==> src/rtl/scr_pkg.sv <==
// shared types and constants for the scanline cell renderer
package scr_pkg;

  // video memory geometry
  localparam int VIDEO_DEPTH = 8192;
  localparam int ADDR_W      = 13;

  // raster geometry
  localparam int PICTURE_LINES = 192;
  localparam logic [7:0] ROW_LAST       = 8'd191;
  localparam logic [5:0] CELL_LAST      = 6'd35;
  localparam logic [5:0] CELL_PIC_FIRST = 6'd2;
  localparam logic [5:0] CELL_PIC_LAST  = 6'd33;

  // attribute area starts at 6144, upper three address bits 110
  localparam logic [2:0] ATTR_TOP = 3'b110;

  // command codes
  typedef enum logic {
    CMD_WRITE  = 1'b0,
    CMD_RENDER = 1'b1
  } cmd_t;

  // per-cell information carried from the scan counters to the shader
  typedef struct packed {
    logic [7:0] line;
    logic [5:0] cell_pos;
    logic       border;
    logic [2:0] border_colour;
    logic       flash_on;
    logic       line_end;
    logic       frame_end;
  } cell_info_t;

endpackage

==> src/rtl/scr_cell_shade.sv <==
// pixel colour selection and result register
module scr_cell_shade (
  input  logic                clk,
  input  logic                rst_n,
  input  logic                load,
  input  scr_pkg::cell_info_t info,
  input  logic [7:0]          bmp_data,
  input  logic [7:0]          attr_data,
  input  logic                out_stall,
  output logic                out_free,
  output logic                out_valid,
  output logic [7:0]          out_line_number,
  output logic [5:0]          out_cell_number,
  output logic [31:0]         out_pixel_indices,
  output logic                out_line_end,
  output logic                out_frame_end
);
  import scr_pkg::*;

  logic        vld_r, vld_nxt;
  logic [7:0]  line_r;
  logic [5:0]  cell_r;
  logic [31:0] pix_r, pix_nxt;
  logic        lend_r;
  logic        fend_r;
  logic [3:0]  ink;
  logic [3:0]  paper;
  logic [3:0]  fg;
  logic [3:0]  bg;
  logic        swap;

  // ink and paper with flash swap
  always_comb begin
    ink   = {attr_data[6], attr_data[2:0]};
    paper = attr_data[6:3];
    swap  = attr_data[7] && info.flash_on;
    fg    = swap ? paper : ink;
    bg    = swap ? ink : paper;
  end

  // eight pixels, leftmost in the top nibble
  always_comb begin
    pix_nxt = '0;
    for (int b = 0; b < 8; b++) begin
      if (info.border) begin
        pix_nxt[4*b +: 4] = {1'b0, info.border_colour};
      end else begin
        pix_nxt[4*b +: 4] = bmp_data[b] ? fg : bg;
      end
    end
  end

  // result register is free when empty or being taken
  assign out_free = !vld_r || !out_stall;

  always_comb begin
    vld_nxt = vld_r;
    if (out_free) begin
      vld_nxt = load;
    end
  end

  always_ff @(posedge clk) begin
    if (!rst_n) begin
      vld_r <= 1'b0;
    end else begin
      vld_r <= vld_nxt;
    end
  end

  always_ff @(posedge clk) begin
    if (load && out_free) begin
      line_r <= info.line;
      cell_r <= info.cell_pos;
      pix_r  <= pix_nxt;
      lend_r <= info.line_end;
      fend_r <= info.frame_end;
    end
  end

  assign out_valid         = vld_r;
  assign out_line_number   = line_r;
  assign out_cell_number   = cell_r;
  assign out_pixel_indices = pix_r;
  assign out_line_end      = lend_r;
  assign out_frame_end     = fend_r;

endmodule
==> config.mk <==
export PLATFORM = sky130hd
export DESIGN_NAME = scr_cell_shade
export DESIGN_NICKNAME = d
export VERILOG_FILES = /design/src/rtl/scr_pkg.sv /design/src/rtl/scr_cell_shade.sv
export SDC_FILE = /design/constraint.sdc
export NUM_CORES = 1
export LEC_CHECK = 0
export ABC_AREA = 1
export ABC_CLOCK_PERIOD_IN_PS = 3900
export BUFFER_PORTS_ARGS = -buffer_cell sky130_fd_sc_hd__buf_2
export CAP_MARGIN = 20
export CORE_MARGIN = 4
export CORE_UTILIZATION = 40
export CTS_CLUSTER_DIAMETER = 50
export DETAILED_ROUTE_END_ITERATION = 8
export HOLD_SLACK_MARGIN = 0.12
export PLACE_DENSITY_LB_ADDON = 0.1
export SYNTH_ARGS = -nofsm -noshare
export SYNTH_HDL_FRONTEND = slang
export SYNTH_SLANG_ARGS = --single-unit
==> constraint.sdc <==
create_clock -name clk -period 3.9 [get_ports clk]
set_input_delay 0.585 -clock clk [delete_from_list [all_inputs] [get_ports clk]]
set_output_delay 0.585 -clock clk [all_outputs]
set_load 0.05 [all_outputs]
==> results of run 1 <==
area by class of cell:
| class | instances | area (sq um) | area share |
|---|---|---|---|
| clock buffer | 6 | 72.6 | 0.0294 |
| clock inverter | 2 | 10.0 | 0.00406 |
| inverter | 11 | 41.3 | 0.0168 |
| multi-input combinational | 116 | 567 | 0.230 |
| sequential | 42 | 1250 | 0.508 |
| tap | 52 | 65.1 | 0.0264 |
| timing repair buffer | 91 | 458 | 0.186 |
report_power, final:
part           internal [mW]  total [mW]  switching (mW)  leakage [nW]
clock network          0.124       0.262           0.138        0.0450
logic                 0.0631       0.272           0.209         0.722
registers              0.535       0.542         0.00745         0.408
worst max-delay path: stages:
cell and delay, ps:
buf_2 120, nand2_1 70, buf_2 260
synthesized netlist by cell type (all sizes together):
| cell type | instances |
|---|---|
| a21boi | 1 |
| a21oi | 1 |
| buf | 9 |
| dfxtp | 1 |
| edfxtp | 41 |
| inv | 11 |
| nand2 | 35 |
| nand3 | 78 |
| nor2 | 1 |
layout by cell type, fill, tap and decap left out:
cell      netlist  final
clkbuf_1        0      1
a21boi_0        1      1
clkinv_2        0      2
nand3_1        78     78
buf_4           7      1
inv_1          11     11
nand2_2         7      7
edfxtp_1       41     41
dfxtp_1         1      1
clkbuf_8        0      5
nor2_1          1      1
a21oi_4         0      1
buf_2           2     90
nand2_1        28     28
sequential cells by signal (all words and copies together) (netlist names):
register and count:
out_frame_end 1, out_cell_number 6, out_pixel_indices 25, out_valid 1, out_line_end 1, out_line_number 8
path summary, 6_finish.rpt:
kind                                 from              endpoint  depth (start not counted)
worst min register to register  out_valid             out_valid                          2
worst max register to register  out_valid  out_pixel_indices[5]                          2
worst min-delay path             info[20]    out_line_number[7]                          1
worst max-delay path            out_stall              out_free                          3
layer usage:
layer,vias to the layer above,wire length (microns),GRT usage
met5,-,0,0
met4,0,72,0.0587
met3,7,431,0.0457
li1,814,-,-
met1,753,1890,0.197
met2,90,2090,0.254
cells by family after synthesis:
| logic type | count (synthesis) |
|---|---|
| compound gates | 2 |
| flops | 42 |
| buf+inv | 20 |
| simple gates | 114 |
metrics by stage:
step           instances  instance area, sq um
5_1_grt              320                  2460
2_1_floorplan        178                  1910
6_report             320                  2460
3_3_place_gp         312                  2380
4_1_cts              320                  2460
3_5_place_dp         312                  2380
==> impl_metrics.toml, run 1 <==
[yosys]
syn-num-nets = 219
ys_warn_count = 0
synth_area_sq_um = 1910
synth_top_family_by_area = "simple AND/OR/NAND/NOR gates"
yosysTopAreaCell = "edfxtp_1"
synth_compound_area_frac = 0.00655
synth_cells = 178
synth_simple_gate_area_share = 0.284
synth_xor_area_frac = 0
synth_adder_area_share = 0
synth_top_area_share = 0.644
synth_top_cells_by_area = "edfxtp_1 64%, nand3_1 20%, nand2_1 5.5%"
synth.distinct_cells = 11
seq_area_frac_synth = 0.655
ys_seq_elements = 42
synthMuxAreaShare = 0
avgSynthCellArea_sq_um = 10.7

[sta]
finalCritPeriodShare = 0.416
hold_ws_ps = 467
post-route-min-period_ps = 1620
rsz0062_at_grt = "no"
finalHoldViolCount = 0
finalSetupViolations = 0
max_slew_margin = 0.543
final.setup.tns_ps = 0
clock.fmax_ghz = 0.617
finalMaxSlewViolations = 0
finalWorstSetupSlack_ps = 2280
clock_skew_ps = 4.97
tightestPinTransition_ps = 685

[cts]
clk_pin_slew_ps = 80
cts_buffers = 5
hold_buffers = 0
clock_latency_ps = 290
clock_sinks = 42
cts_setup_buffers = 0
cts_tree = "done"
htreeDepth = 2
post_cts_resized = 0
cts_root_buffer = "clkbuf_8"
cts_buffer_depth = 2

[final_layout]
syn_to_final_growth_pct = 29.0
drive_gt1_frac = 0.396
num_antenna_cells = 0
fin_nets = 308
fill_cells = 433
fin_util = 0.551

[global_routing]
grt_max_degree = 28
grt_pass1_wl_mm = 7.47
grt_overflow_total = 0
grt_antenna_before_repair = 0
grtUsageTotal = 0.156
grt_pass1_vias = 1589

[floorplan]
die_w_microns = 77.1
die-area_sq_um = 5950
core_sq_um = 4470
start_util = 0.427
die_height_microns = 77.1
ios = 91
num_rows = 24

[route]
first_pass_iters = 4
wl_mm = 4.48
initialDrtViolationCount = 68
vias = 1664
via_per_inst = 5.20
ant_nets = 0
wl_per_cell_microns = 14.0
drc = 0

[setup_path]
crit_required_ps = 3310
crit_arrival_ps = 1040
crit_type = "input pin to output port"
critPathCaptureType = "output port"
r2r_slack_ps = 2390
crit_fanout = 2
startpoint_type = "input pin"

[placement]
port_buffers = 90
pre_cts_ws_ps = 1970
hpwl_mm = 3.49
place.gp.congestion = 0.917

[power_and_ir_drop]
power_mw = 1.08
p_leak_nw = 1.17
ir_drop_v = 0.000188
power.density_nw_per_um2 = 437

[min_path]
hp-class = "input pin to flip-flop"

[run_status]
outcome = "completed"

[job]
drv_cap = 0
Note: power is estimated with default switching activity, not from simulation.
==> inputs of run 2 (changes only) <==
ABC_AREA = 0   (was 1)
ABC_CLOCK_PERIOD_IN_PS = 1400   (was 3900)
clock period = 1.4 ns   (was 3.9 ns; I/O delays follow)
==> impl_metrics.toml, run 2 <==
[sta]
finalMaxSlewViolations = 0
max_slew_margin = 0.630
finalHoldViolCount = 0
tightestPinTransition_ps = 555
clock.fmax_ghz = 0.818
post-route-min-period_ps = 1220
finalSetupViolations = 0
rsz0062_at_grt = "no"
clock_skew_ps = 3.15
finalCritPeriodShare = 0.873

[cts]
cts_root_buffer = "clkbuf_8"
cts_tree = "done"
cts_buffers = 5
clock_latency_ps = 290
htreeDepth = 2
post_cts_resized = 0
clock_sinks = 42
cts_buffer_depth = 2
clk_pin_slew_ps = 80

[final_layout]
multi_input_area_sq_um = 911
fin_util = 0.549
num_antenna_cells = 0
drive_gt1_frac = 0.561
fin_nets = 320
syn_to_final_growth_pct = 32.7
final_common_cell = "buf_2"
final_cells = 352
regArea_sq_um = 1250
largest_reg_flops = 25
most-common-layout-cells = "90 x buf_2, 41 x edfxtp_1, 33 x nor3_2, 25 x a21oi_1, 16 x dlygate4sd3_1"
fill_cells = 502

[yosys]
synth_xor_area_frac = 0
synth_adder_area_share = 0
synth_top_cells_by_count = "41 x edfxtp_1, 33 x nor3_2, 25 x a21oi_1"
synth_top_cells_by_area = "edfxtp_1 54%, nor3_2 14%, a21oi_1 5.5%"
synth_compound_area_frac = 0.122
synth_area_sq_um = 2290
ys_warn_count = 0
synth.distinct_cells = 19
synth_simple_gate_area_share = 0.271
synth_top_area_share = 0.537
synth-async-reset-ratio = 0
avgSynthCellArea_sq_um = 12.6
synth_edf_count = 41
synth_top_family_by_area = "simple AND/OR/NAND/NOR gates"
ys_seq_elements = 42
synthMuxAreaShare = 0
seq_area_frac_synth = 0.546
synthFlopType = "edfxtp_1"
synth_cells = 182
syn-num-nets = 223
yosysTopAreaCell = "edfxtp_1"
yosysMostFrequentCell = "edfxtp_1"

[route]
vias = 1750
wl_mm = 5.31
via_per_inst = 4.97
wl_per_cell_microns = 15.1
first_pass_iters = 4
drc = 0
initialDrtViolationCount = 84
ant_nets = 0

[setup_path]
crit_fanout = 8
r2r-start = "out_valid"
worstSetupStartpoint = "out_pixel_indices[3]"
slowest_stage = "edfxtp_1"
crit_required_ps = 1190
worst_r2r_path_depth = 3
crit_family = "flip-flops"
startpoint_type = "flip-flop"
timing.rr.end = "out_pixel_indices[3]"
cp_slowest_stage_delay_ps = 430
crit_type = "flip-flop to output port"
r2r_slack_ps = 290
critPathCaptureType = "output port"
crit_chain = "buf_2"
crit_arrival_ps = 1010
worst-path-buf-inv = 1

[floorplan]
num_rows = 27
die-area_sq_um = 7010
die_height_microns = 83.7
die_w_microns = 83.7
ios = 91
start_util = 0.414
core_sq_um = 5540

[global_routing]
grtUsageTotal = 0.151
grt_pass1_wl_mm = 8.38
grt_pass1_vias = 1663
grt_overflow_total = 0
grt_antenna_before_repair = 0
grt_max_degree = 33

[placement]
port_buffers = 90
hpwl_mm = 3.60
place.gp.congestion = 0.765
dp.cells = 328

[power_and_ir_drop]
power_mw = 3.32
ir_drop_v = 0.000460
power.density_nw_per_um2 = 1090
p_leak_nw = 1.22

[min_path]
hp-class = "input pin to flip-flop"
hold-path-cell-count = 2
hold_end = "out_valid"
min_from = "rst_n"

[job]
drv_cap = 0

[run_status]
outcome = "completed"
==> run 2: timing repair <==
item | CTS | global route
setup buffers | 0 | 0
hold endpoints to repair | 16 | 0
hold buffers | 16 | 0
==> run 2: per-stage QoR <==
stage / cell area, sq um / hold slack, ps / setup TNS, ps / setup slack (ps)
after floorplan: 2300 / 309 / 0 / 22.3
after global placement: 2770 / 386 / -18.8 / -10.0
after detailed placement: 2770 / 389 / -220 / -43.2
after CTS: 3040 / 120 / 0 / 157
after global routing: 3040 / 137 / 0 / 81.3
final: 3040 / 126 / 0 / 177
==> run 2: area by class of cell <==
cell class	count	area share
clock buffer	5	0.0226
clock inverter	3	0.0132
multi-input combinational	118	0.299
sequential	42	0.412
tap	72	0.0296
timing repair buffer	112	0.224
==> run 2: worst max-delay path by stage <==
stage                     depth (start not counted)               endpoint  slack [ps]
final                                             1  out_pixel_indices[23]         180
after global routing                              1  out_pixel_indices[23]          80
after CTS                                         1   out_pixel_indices[7]         160
after detailed placement                          4   out_pixel_indices[5]         -40
after global placement                            4   out_pixel_indices[6]         -10
after floorplan                                   2     out_cell_number[0]          20
==> run 2: cell families after synthesis <==
logic type             count (synthesis)
AND/OR/NAND/NOR                       77
flip-flops                            42
AO/OA/AOI/OAI                         41
buffers and inverters                 22
==> run 2: layer usage <==
metal	wire [microns]	GRT usage
met1	2300	0.194
met2	2500	0.238
met3	426	0.0424
met4	95	0.0658
met5	0	0
==> run 2: power by group <==
part | internal, mW | switching (mW)
combinational | 0.267 | 0.608
sequential | 1.49 | 0.0206
clock | 0.525 | 0.405
