<file path="src/rtl/scr_pkg.sv">
// shared types and constants for the scanline cell renderer
package scr_pkg;

  // video memory geometry
  localparam int VIDEO_DEPTH = 8192;
  localparam int ADDR_W      = 13;

  // raster geometry
  localparam int PICTURE_LINES = 192;
  localparam logic [7:0] ROW_LAST       = 8'd191;
  localparam logic [5:0] CELL_LAST      = 6'd35;
  localparam logic [5:0] CELL_PIC_FIRST = 6'd2;
  localparam logic [5:0] CELL_PIC_LAST  = 6'd33;

  // attribute area starts at 6144, upper three address bits 110
  localparam logic [2:0] ATTR_TOP = 3'b110;

  // command codes
  typedef enum logic {
    CMD_WRITE  = 1'b0,
    CMD_RENDER = 1'b1
  } cmd_t;

  // per-cell information carried from the scan counters to the shader
  typedef struct packed {
    logic [7:0] line;
    logic [5:0] cell_pos;
    logic       border;
    logic [2:0] border_colour;
    logic       flash_on;
    logic       line_end;
    logic       frame_end;
  } cell_info_t;

endpackage

</file>
<file path="src/rtl/scr_scan_ctrl.sv">
// raster position counters and video memory address generation
module scr_scan_ctrl #(
  parameter int RASTER_LINES = 224,
  parameter int BORDER_SIZE  = 16
) (
  input  logic                       clk,
  input  logic                       rst_n,
  input  logic                       advance,
  input  logic [2:0]                 border_colour,
  output scr_pkg::cell_info_t        info,
  output logic [scr_pkg::ADDR_W-1:0] bmp_addr,
  output logic [scr_pkg::ADDR_W-1:0] attr_addr
);
  import scr_pkg::*;

  localparam int PIC_END = BORDER_SIZE + PICTURE_LINES;

  logic [7:0] line_r, line_nxt;
  logic [5:0] cell_r, cell_nxt;
  logic [3:0] flash_r, flash_nxt;

  logic       pic_line;
  logic       pic_cell;
  logic       lend;
  logic       fend;
  logic [7:0] rel_line;
  logic [7:0] row;
  logic [4:0] col;

  // picture window and screen row (canvas is bottom-up)
  always_comb begin
    pic_line = ({1'b0, line_r} >= 9'(BORDER_SIZE)) && ({1'b0, line_r} < 9'(PIC_END));
    pic_cell = (cell_r >= CELL_PIC_FIRST) && (cell_r <= CELL_PIC_LAST);
    rel_line = line_r - 8'(BORDER_SIZE);
    row      = ROW_LAST - rel_line;
    col      = 5'(cell_r - CELL_PIC_FIRST);
  end

  // interleaved bitmap address and linear attribute address
  assign bmp_addr  = {row[7:6], row[2:0], row[5:3], col};
  assign attr_addr = {ATTR_TOP, row[7:3], col};

  // line and frame ends
  always_comb begin
    lend = (cell_r == CELL_LAST);
    fend = lend && (({1'b0, line_r} + 9'd1) >= 9'(RASTER_LINES));
  end

  // counter advance
  always_comb begin
    line_nxt  = line_r;
    cell_nxt  = cell_r;
    flash_nxt = flash_r;
    if (lend) begin
      cell_nxt = '0;
      if (fend) begin
        line_nxt  = '0;
        flash_nxt = flash_r + 4'd1;
      end else begin
        line_nxt = line_r + 8'd1;
      end
    end else begin
      cell_nxt = cell_r + 6'd1;
    end
  end

  always_ff @(posedge clk) begin
    if (!rst_n) begin
      line_r  <= '0;
      cell_r  <= '0;
      flash_r <= '0;
    end else if (advance) begin
      line_r  <= line_nxt;
      cell_r  <= cell_nxt;
      flash_r <= flash_nxt;
    end
  end

  // cell description for the shader
  always_comb begin
    info.line          = line_r;
    info.cell_pos      = cell_r;
    info.border        = !(pic_line && pic_cell);
    info.border_colour = border_colour;
    info.flash_on      = !flash_r[3];
    info.line_end      = lend;
    info.frame_end     = fend;
  end

endmodule

</file>
<file path="config.mk">
export PLATFORM = sky130hd
export DESIGN_NAME = scr_scan_ctrl
export DESIGN_NICKNAME = d
export VERILOG_FILES = /design/src/rtl/scr_pkg.sv /design/src/rtl/scr_scan_ctrl.sv
export SDC_FILE = /design/constraint.sdc
export NUM_CORES = 1
export LEC_CHECK = 0
export ABC_AREA = 1
export BUFFER_PORTS_ARGS = -buffer_cell sky130_fd_sc_hd__buf_2
export CAP_MARGIN = 30
export CORE_MARGIN = 2
export CORE_UTILIZATION = 49
export CTS_CLUSTER_DIAMETER = 50
export DETAILED_ROUTE_END_ITERATION = 7
export PLACE_DENSITY_LB_ADDON = 0.2
export SYNTH_ARGS = -nofsm -noshare
export SYNTH_HDL_FRONTEND = slang
export SYNTH_SLANG_ARGS = --single-unit
export TNS_END_PERCENT = 20
</file>
<file path="constraint.sdc">
create_clock -name clk -period 1.9 [get_ports clk]
set_input_delay 0.19 -clock clk [delete_from_list [all_inputs] [get_ports clk]]
set_output_delay 0.19 -clock clk [all_outputs]
set_load 0.005 [all_outputs]
</file>
==> impl_metrics.tcl, run 1 <==
set metrics [dict create \
    via_per_inst 4.92 \
    min_from "rst_n" \
    final_common_cell "buf_2" \
    wl_met1_um 1230 \
    ir_drop_mv 0.323 \
    fmax_mhz 525 \
    timing.rr.end "flash_r[0]" \
    crit_family "simple AND/OR/NAND/NOR gates" \
    drt_wl_total_um 2800 \
    chipHeight_um 57.2 \
    fp.dieArea_um2 3280 \
    num_vias 1201 \
    path_buf_inv 2 \
    top_layer "met4" \
    fp.coreArea_um2 2730 \
    critical_path.max_fanout 8 \
    place.gp.congestion 0.881 \
    clkLatencyLatePin_ns 0.29 \
    violations "setup timing" \
    r2r-start "line_r[5]" \
    setup_ws_ns -0.00609 \
    path_cells "ha_1, nand2_1, nor2_2, nand2_1, nand2_1, nor2_2, nand2_4, nand2_4, nand2_4, inv_1, buf_2" \
    crit_required_ns 1.71 \
    hold_end "flash_r[1]" \
    grt.total_usage_pct 17.9 \
    syn_area_per_cell_um2 7.47 \
    cts_tree "yes" \
    switchingPower_w 0.000162 \
    num_rows 19 \
    drt-initial-drc-count 33 \
    first_global_vias 1052 \
    status "complete, but fails checks" \
    end_kind "primary output" \
    wl_met3_um 187 \
    leakage_nw 0.773 \
    overflow 0 \
    grt_pass1_wl_um 4640 \
    finalNonFillerCells 244 \
    hpwl_um 2280 \
    clockRootBuffer "clkbuf_4" \
    rr_worst_depth 11 \
    switching_share_pct 25.4 \
    grt_max_degree 10 \
    finalCriticalPeriod_ns 1.91 \
    antenna_found_initial 0 \
    fin_crit_sh_pct 100 \
    place_area_um2 1500 \
    critPathMaxStageDelay_ns 0.38 \
    postRouteAntennaNets 0 \
    whs_path_depth 3 \
    min_path_type "in -> reg" \
    ioPinCount 53 \
    htreeDepth 1 \
    synthToLayoutAreaGrowth_pct 11.7 \
    start_util_pct 50.8 \
    ctsLongestPathBuffers 2 \
    placed_cells 241 \
    slowest_stage "dfxtp_4" \
    pwr-share-seq_pct 59.9 \
    pwr_density_cell_nw_per_um2 412 \
    rsz0062_at_grt "true" \
    dieWidth_um 57.2 \
    n_fill_cell 271 \
    syn_inst 186 \
    p_int_w 0.000477 \
    io_buffers 43 \
    hold_buffers 0 \
    hold_violations 0 \
    maxSlewViolCount 0 \
    synth_seq_cells 18 \
    first_pass_iters 4 \
    final_area_um2 1550 \
    syn-cell-area_um2 1390 \
    ys_warn_count 0 \
    cts.sinks 18 \
    reg2reg_slack_ns 0.28 \
    cp-start-kind "register" \
    crit_type "reg -> out" \
    diodes 0 \
    fin_nets 233 \
    drc 0 \
    clkSlewWorstSetupHoldPaths_ns 0.11 \
    skew_ns 0.00809 \
    routedWlPerCell_um 11.5 \
    crit_arrival_ns 1.72 \
    mostFrequentLayoutCells "43 x buf_2, 28 x nand2_1, 23 x inv_1, 11 x ha_1, 11 x dfxtp_1" \
    wl_met2_um 1360 \
    cts_buffers 3 \
    comb_power_share_pct 10.3 \
    finalSetupViolations 1 \
    seq_area_frac_synth_pct 25.9 \
    cap_violations 0 \
    clock_power_share_pct 29.8 \
    layout-drive-gt1-share_pct 39.0 \
    synth.distinct_cells 27 \
]
## worst register-to-register path, cell delays in order (launching register included)
cell and delay, ns:
dfxtp_4 0.38, ha_1 0.19, nand2_1 0.12, nor2_2 0.06, nand2_1 0.05, nand2_1 0.08, nor2_2 0.16, nand2_4 0.08
a21oi_4 0.22, nand2_1 0.08, nand2_1 0.06, nor2_1 0.04
## power by group through the flow
stage	combinational (W)	sequential (W)	clock, W
2_1_floorplan	0.0000577	0.000395	0
3_3_place_gp	0.0000661	0.000396	0
3_5_place_dp	0.0000670	0.000396	0
4_1_cts	0.0000674	0.000386	0.000198
5_1_grt	0.0000756	0.000384	0.000220
6_report	0.0000660	0.000383	0.000190
## cells by family (layout without fill, tap and decap cells)
kind of cell	after synthesis	count (layout)	share of synthesized area (%)
simple gates	77	77	30.4
buf+inv	51	77	19.3
compound gates	19	19	8.65
flops	18	18	25.9
fa+ha+maj	12	12	10.8
xor+xnor	7	7	4.41
other cells	2	3	0.541
## layout make-up
type	count	area, um^2	share of cell area, %
clock buffers	3	22.5	1.45
inverters	30	113	7.26
multi-input cells	118	778	50.2
repair buffers	44	223	14.4
flip-flops and latches	18	377	24.3
well taps	31	38.8	2.50
## routing by layer
layer / global-route usage [%] / vias to the layer above
met3: 5.90 / 4
met5: 0 / -
met1: 21.6 / 539
li1: - / 624
met2: 30.4 / 34
met4: 5.32 / 0
## worst max path at each step
stage	start	end	slack, ns	cells past startpoint
final	line_r[5]	info[0]	-0.006	11
after global routing	line_r[0]	info[0]	-0.12	10
after CTS	line_r[0]	info[0]	0.01	10
after detailed placement	line_r[0]	flash_r[0]	0.26	10
after global placement	line_r[0]	flash_r[0]	0.32	10
after floorplan	line_r[4]	flash_r[0]	0.32	10
## through the flow
| step | hold WS, ns | utilization, % | TNS, ns | setup WS, ns | power, W |
|---|---|---|---|---|---|
| final | 0.194 | 56.8 | -0.00609 | -0.00609 | 0.000639 |
| after global routing | 0.186 | 56.8 | -0.120 | -0.120 | 0.000680 |
| after CTS | 0.186 | 55.9 | 0 | 0.00980 | 0.000651 |
| after detailed placement | 0.380 | 54.8 | 0 | 0.255 | 0.000463 |
| after global placement | 0.380 | 54.8 | 0 | 0.325 | 0.000462 |
| after floorplan | 0.298 | - | 0 | 0.317 | 0.000453 |
## sequential cells by signal, summed over array words and instances (netlist names)
register,count
flash_r,4
cell_r,6
line_r,8
## repair_timing
action	in CTS	in global routing
resized for setup	5	9
endpoints found under the hold margin	0	0
setup buffers	0	0
pin swaps	1	1
endpoints found under the setup margin	1	2
## cells in the mapped netlist
library cell / n / area, um^2
nand2_4: 4 / 45.0
a21oi_4: 1 / 16.3
inv_1: 23 / 86.3
conb_1: 2 / 7.51
o21ai_1: 6 / 30.0
dfxtp_1: 18 / 360
o311ai_0: 1 / 8.76
nand3_2: 1 / 10.0
xor2_1: 7 / 61.3
buf_4: 20 / 150
nor3_1: 7 / 35.0
nand3_1: 9 / 45.0
o21ai_0: 5 / 25.0
inv_2: 7 / 26.3
nand4_1: 7 / 43.8
nor2_8: 1 / 20.0
nor2_4: 2 / 22.5
nor3_4: 1 / 16.3
nor2_1: 11 / 41.3
ha_1: 12 / 150
o21bai_2: 1 / 11.3
nand2_2: 5 / 31.3
nor2_2: 1 / 6.26
o21ai_2: 1 / 8.76
a21oi_1: 4 / 20.0
nand2_1: 28 / 105
buf_2: 1 / 5.00
No activity file was read; power rests on OpenSTA's default activity.
==> run 2, diff against run 1 <==
Settings changed: CORE_UTILIZATION 49 to 45.
==> run 2 against run 1 <==
  * The run now ends clean
  * Non-clock buffer count rose by 5
  * Critical path depth did not move
  * Fmax rose by 2.6%
  * Sequential power barely moved
  * Utilization fell by 3.1 points
  * Total power rose by 8.9%
  * Design area rose by 3.9%
  * Clock power rose by 30%
  * Sequential cell count did not move
  * Clock skew fell by 0.0072 ns
==> impl_metrics.tcl, run 2 (synthesis results as in run 1) <==
set metrics [dict create \
    status "finished clean" \
    mostFrequentLayoutCells "43 x buf_2, 27 x nand2_1, 23 x inv_1, 11 x nor2_1, 11 x ha_1" \
    htreeDepth 1 \
    postRouteAntennaNets 0 \
    crit_start "line_r[0]" \
    synthToLayoutAreaGrowth_pct 16.0 \
    clockRootBuffer "clkbuf_4" \
    placed_cells 243 \
    skew_ns 0.000908 \
    leakage_nw 0.809 \
    cts.sinks 18 \
    via_per_inst 4.79 \
    place.gp.congestion 0.809 \
    ctsLongestPathBuffers 2 \
    layout-drive-gt1-share_pct 40.6 \
    fp.dieArea_um2 3550 \
    drc 0 \
    antenna_found_initial 0 \
    place_area_um2 1500 \
    cts_buffers 3 \
    chipHeight_um 59.6 \
    maxSlewViolCount 0 \
    largest_reg_flops 8 \
    crit_arrival_ns 1.67 \
    switchingPower_w 0.000176 \
    pwr_density_cell_nw_per_um2 432 \
    r2r-start "cell_r[3]" \
    cp-start-kind "register" \
    fin_crit_sh_pct 97.8 \
    drt-initial-drc-count 23 \
    fin_tns_setup_ns 0 \
    hold_violations 0 \
    critical_path.max_fanout 5 \
    clkLatencyLatePin_ns 0.30 \
    drt_wl_total_um 2910 \
    cts_tree "yes" \
    fin_util_pct 53.7 \
    finalNonFillerCells 252 \
    fin_nets 238 \
    final_common_cell "buf_2" \
    largest-register "line_r" \
    finalCriticalPeriod_ns 1.86 \
    multi_input_area_um2 783 \
    fp.coreArea_um2 3000 \
    min_from "rst_n" \
    num_rows 20 \
    final_area_um2 1610 \
    min_path_type "in -> reg" \
    pwr-share-seq_pct 55.0 \
    n_fill_cell 306 \
    p_int_w 0.000520 \
    rsz0062_at_grt "true" \
    cap_violations 0 \
    fmax_mhz 538 \
    hpwl_um 2170 \
    crit_type "reg -> out" \
    comb_power_share_pct 9.5 \
    num_vias 1206 \
    ioPinCount 53 \
    grt_max_degree 11 \
    clock_power_share_pct 35.5 \
    crit_required_ns 1.71 \
    grt_pass1_wl_um 4440 \
    start_util_pct 46.3 \
    overflow 0 \
    dieWidth_um 59.6 \
    routedWlPerCell_um 11.5 \
    first_global_vias 992 \
    clkSlewWorstSetupHoldPaths_ns 0.11 \
    switching_share_pct 25.2 \
    register_area_um2 378 \
    reg_top3 "line_r: 8 flops, cell_r: 6 flops, flash_r: 4 flops" \
    end_kind "primary output" \
    first_pass_iters 4 \
    diodes 0 \
    io_buffers 43 \
    grt.total_usage_pct 16.6 \
    ir_drop_mv 0.324 \
    finalSetupViolations 0 \
]
==> run 2: routing by layer <==
metal  part of all wire (%)  GRT usage, %  wire [um]  up-vias
met1                     48          22.6       1380      535
met5                      0             0          0        -
li1                       -             -          -      634
met4                   0.65          4.13         19        0
met3                    5.3          4.37        153        2
met2                     46          26.1       1350       35
==> run 2: stage by stage <==
stage	hold WS, ns	total power, W	worst slack [ns]
4_1_cts	0.170	0.000707	0.0154
5_1_grt	0.180	0.000727	-0.0672
3_5_place_dp	0.380	0.000463	0.266
3_3_place_gp	0.380	0.000462	0.283
2_1_floorplan	0.298	0.000453	0.317
6_report	0.173	0.000696	0.0422
==> run 2: final timing paths <==
| check | to | slack, ns | cells after the start |
|---|---|---|---|
| hold reg to reg | flash_r[3] | 0.48 | 2 |
| hold / removal | flash_r[1] | 0.17 | 3 |
| setup / recovery | info[0] | 0.04 | 11 |
| setup reg to reg | flash_r[0] | 0.33 | 10 |
==> run 2: final cells by class <==
cell class                      count  area share (%)
Inverter                           30            6.99
Clock buffer                        4            2.25
Tap cell                           33            2.56
Timing Repair Buffer               49            16.1
Sequential cell                    18            23.4
Multi-Input combinational cell    118            48.6
==> run 2: what timing repair did <==
item	4_1_cts	5_1_grt
hold buffers	0	0
resized for setup	5	10
pin swaps	1	3
setup endpoints to repair	1	2
endpoints found under the hold margin	0	0
buffers inserted	0	5
==> run 2: power by group through the flow <==
stage | clock network [W] | registers [W] | logic, W
2_1_floorplan | 0 | 0.000395 | 0.0000577
3_3_place_gp | 0 | 0.000396 | 0.0000662
3_5_place_dp | 0 | 0.000396 | 0.0000670
6_report | 0.000247 | 0.000383 | 0.0000662
5_1_grt | 0.000265 | 0.000384 | 0.0000781
4_1_cts | 0.000254 | 0.000386 | 0.0000673
==> run 2: critical path, stage by stage, from the launching register on <==
cell and delay, ns:
dfxtp_4 0.38, buf_4 0.13, inv_1 0.12, nor2_4 0.06
nand3_1 0.06, nand2_1 0.09, nor2_2 0.13, nand2_4 0.08
nand2_4 0.09, nand2_4 0.06, inv_1 0.05, buf_2 0.10
==> run 3, diff against run 2 <==
Settings changed: CORE_UTILIZATION 45 to 49, GPL_TIMING_DRIVEN set to 0.
==> run 3 against run 2 <==
  * Clock-buffer cell count stayed put
  * Design area is 17% higher
  * Combinational power is 39% higher
  * Sequential power hardly changed
  * Register-to-register slack worse by 0.13 ns
  * Critical path depth is 1 higher
  * Global-route usage is 3.3 points higher
==> impl_metrics.tcl, run 3 (synthesis results as in run 1) <==
set metrics [dict create \
    path_cells "buf_6, inv_4, nor2_4, nand2_1, nand2_1, nand2_2, inv_2, nand2_4, nand2_4, nand2_4, inv_2, buf_6" \
    first_global_vias 1154 \
    final_area_um2 1880 \
    top_layer "met4" \
    pwr_density_cell_nw_per_um2 386 \
    crit_type "reg -> out" \
    fin_nets 269 \
    critPathMaxStageDelay_ns 0.39 \
    crit_arrival_ns 1.60 \
    cp-start-kind "register" \
    place.gp.congestion 0.779 \
    ioPinCount 53 \
    via_per_inst 4.73 \
    htreeDepth 1 \
    clkLatencyLatePin_ns 0.30 \
    timing.critical_path.mode_cell "nand2_4" \
    hold_violations 0 \
    layout-drive-gt1-share_pct 50.8 \
    grt.total_usage_pct 19.9 \
    wl_met1_um 1410 \
    finalCriticalPeriod_ns 1.79 \
    hold_ws_ns 0.166 \
    drt_wl_total_um 3220 \
    ctsLongestPathBuffers 2 \
    critical_path.max_fanout 4 \
    postRouteAntennaNets 0 \
    wl_met2_um 1620 \
    fmax_mhz 560 \
    chipHeight_um 57.2 \
    cts.sinks 18 \
    cts_tree "yes" \
    drt-initial-drc-count 38 \
    ir_drop_mv 0.323 \
    cap_violations 0 \
    num_vias 1329 \
    crit_family "simple AND/OR/NAND/NOR gates" \
    finalSetupViolations 0 \
    fp.dieArea_um2 3280 \
    fin_crit_sh_pct 94.0 \
    antenna_found_initial 0 \
    num_rows 19 \
    reg2reg_slack_ns 0.20 \
    path_buf_inv 5 \
    skew_ns 0.00287 \
    io_buffers 46 \
    reg_top3 "line_r: 8 flops, cell_r: 6 flops, flash_r: 4 flops" \
    min_path_type "in -> reg" \
    dieWidth_um 57.2 \
    leakage_nw 0.958 \
    slowest_stage "dfxtp_4" \
    grt_pass1_wl_um 5140 \
    status "finished clean" \
    maxSlewViolCount 0 \
    mostFrequentLayoutCells "45 x buf_2, 32 x buf_4, 24 x nand2_1, 21 x inv_1" \
    synthToLayoutAreaGrowth_pct 35.2 \
    clkSlewWorstSetupHoldPaths_ns 0.11 \
    largest-register "line_r" \
    rr_worst_depth 13 \
    cp.depth 12 \
    final_common_cell "buf_2" \
    first_pass_iters 4 \
    grt_max_degree 11 \
    clockRootBuffer "clkbuf_4" \
    whs_path_depth 3 \
    cts_buffers 3 \
    wl_met3_um 148 \
    drc 0 \
    fp.coreArea_um2 2730 \
    hpwl_um 2190 \
    fin_util_pct 68.7 \
    start_util_pct 50.8 \
    diodes 0 \
    largest_reg_flops 8 \
    routedWlPerCell_um 11.4 \
    place_area_um2 1660 \
    overflow 0 \
    end_kind "primary output" \
    crit_required_ns 1.71 \
]
==> run 3: final cells by class <==
cell class              count  area, um^2
clock buffers               4        36.3
fillers                   230         856
multi-input cells         118         806
inverters                  30         115
plain buffers              20         150
well taps                  31        38.8
repair buffers             60         349
flip-flops and latches     18         383
==> run 3: path summary, 6_finish.rpt <==
path         startpoint          to
min reg2reg  flash_r[3]  flash_r[3]
max           line_r[0]     info[0]
min               rst_n  flash_r[1]
max reg2reg   line_r[0]  flash_r[1]
==> run 3: per-layer routing <==
layer	vias up	GRT usage, %
met5	-	0
met2	36	33.5
li1	695	-
met4	0	6.98
met3	4	2.27
met1	594	26.6
==> run 3: worst register-to-register path: stages (launching register included) <==
cell	delay [ns]
dfxtp_4	0.39
buf_6	0.12
inv_4	0.04
nor2_4	0.15
nand2_1	0.08
nand2_1	0.08
nand2_2	0.06
inv_2	0.06
nand2_4	0.06
buf_4	0.14
a21oi_4	0.22
inv_2	0.05
nor2_1	0.10
nor2_1	0.05
==> run 3: where the power goes <==
group	switching, W	internal (W)
clock	0.000133	0.000117
combinational	0.0000442	0.0000479
sequential	0.00000677	0.000375
total	0.000184	0.000540
==> run 3: metrics by stage <==
step / instances / total power [W] / setup TNS (ns) / setup WS [ns]
2_1_floorplan: 187 / 0.000453 / 0 / 0.317
3_3_place_gp: 264 / 0.000488 / 0 / 0.0718
3_5_place_dp: 264 / 0.000489 / 0 / 0.0566
4_1_cts: 278 / 0.000730 / 0 / 0.00212
5_1_grt: 281 / 0.000754 / -0.0125 / -0.0125
6_report: 281 / 0.000724 / 0 / 0.113
==> run 3: repair_timing <==
| item | 4_1_cts | 5_1_grt |
|---|---|---|
| setup endpoints to repair | 1 | 2 |
| pin swaps | 8 | 11 |
| hold endpoints to repair | 0 | 0 |
| setup buffers | 10 | 4 |
| gates resized for setup | 16 | 15 |
| hold buffers | 0 | 0 |
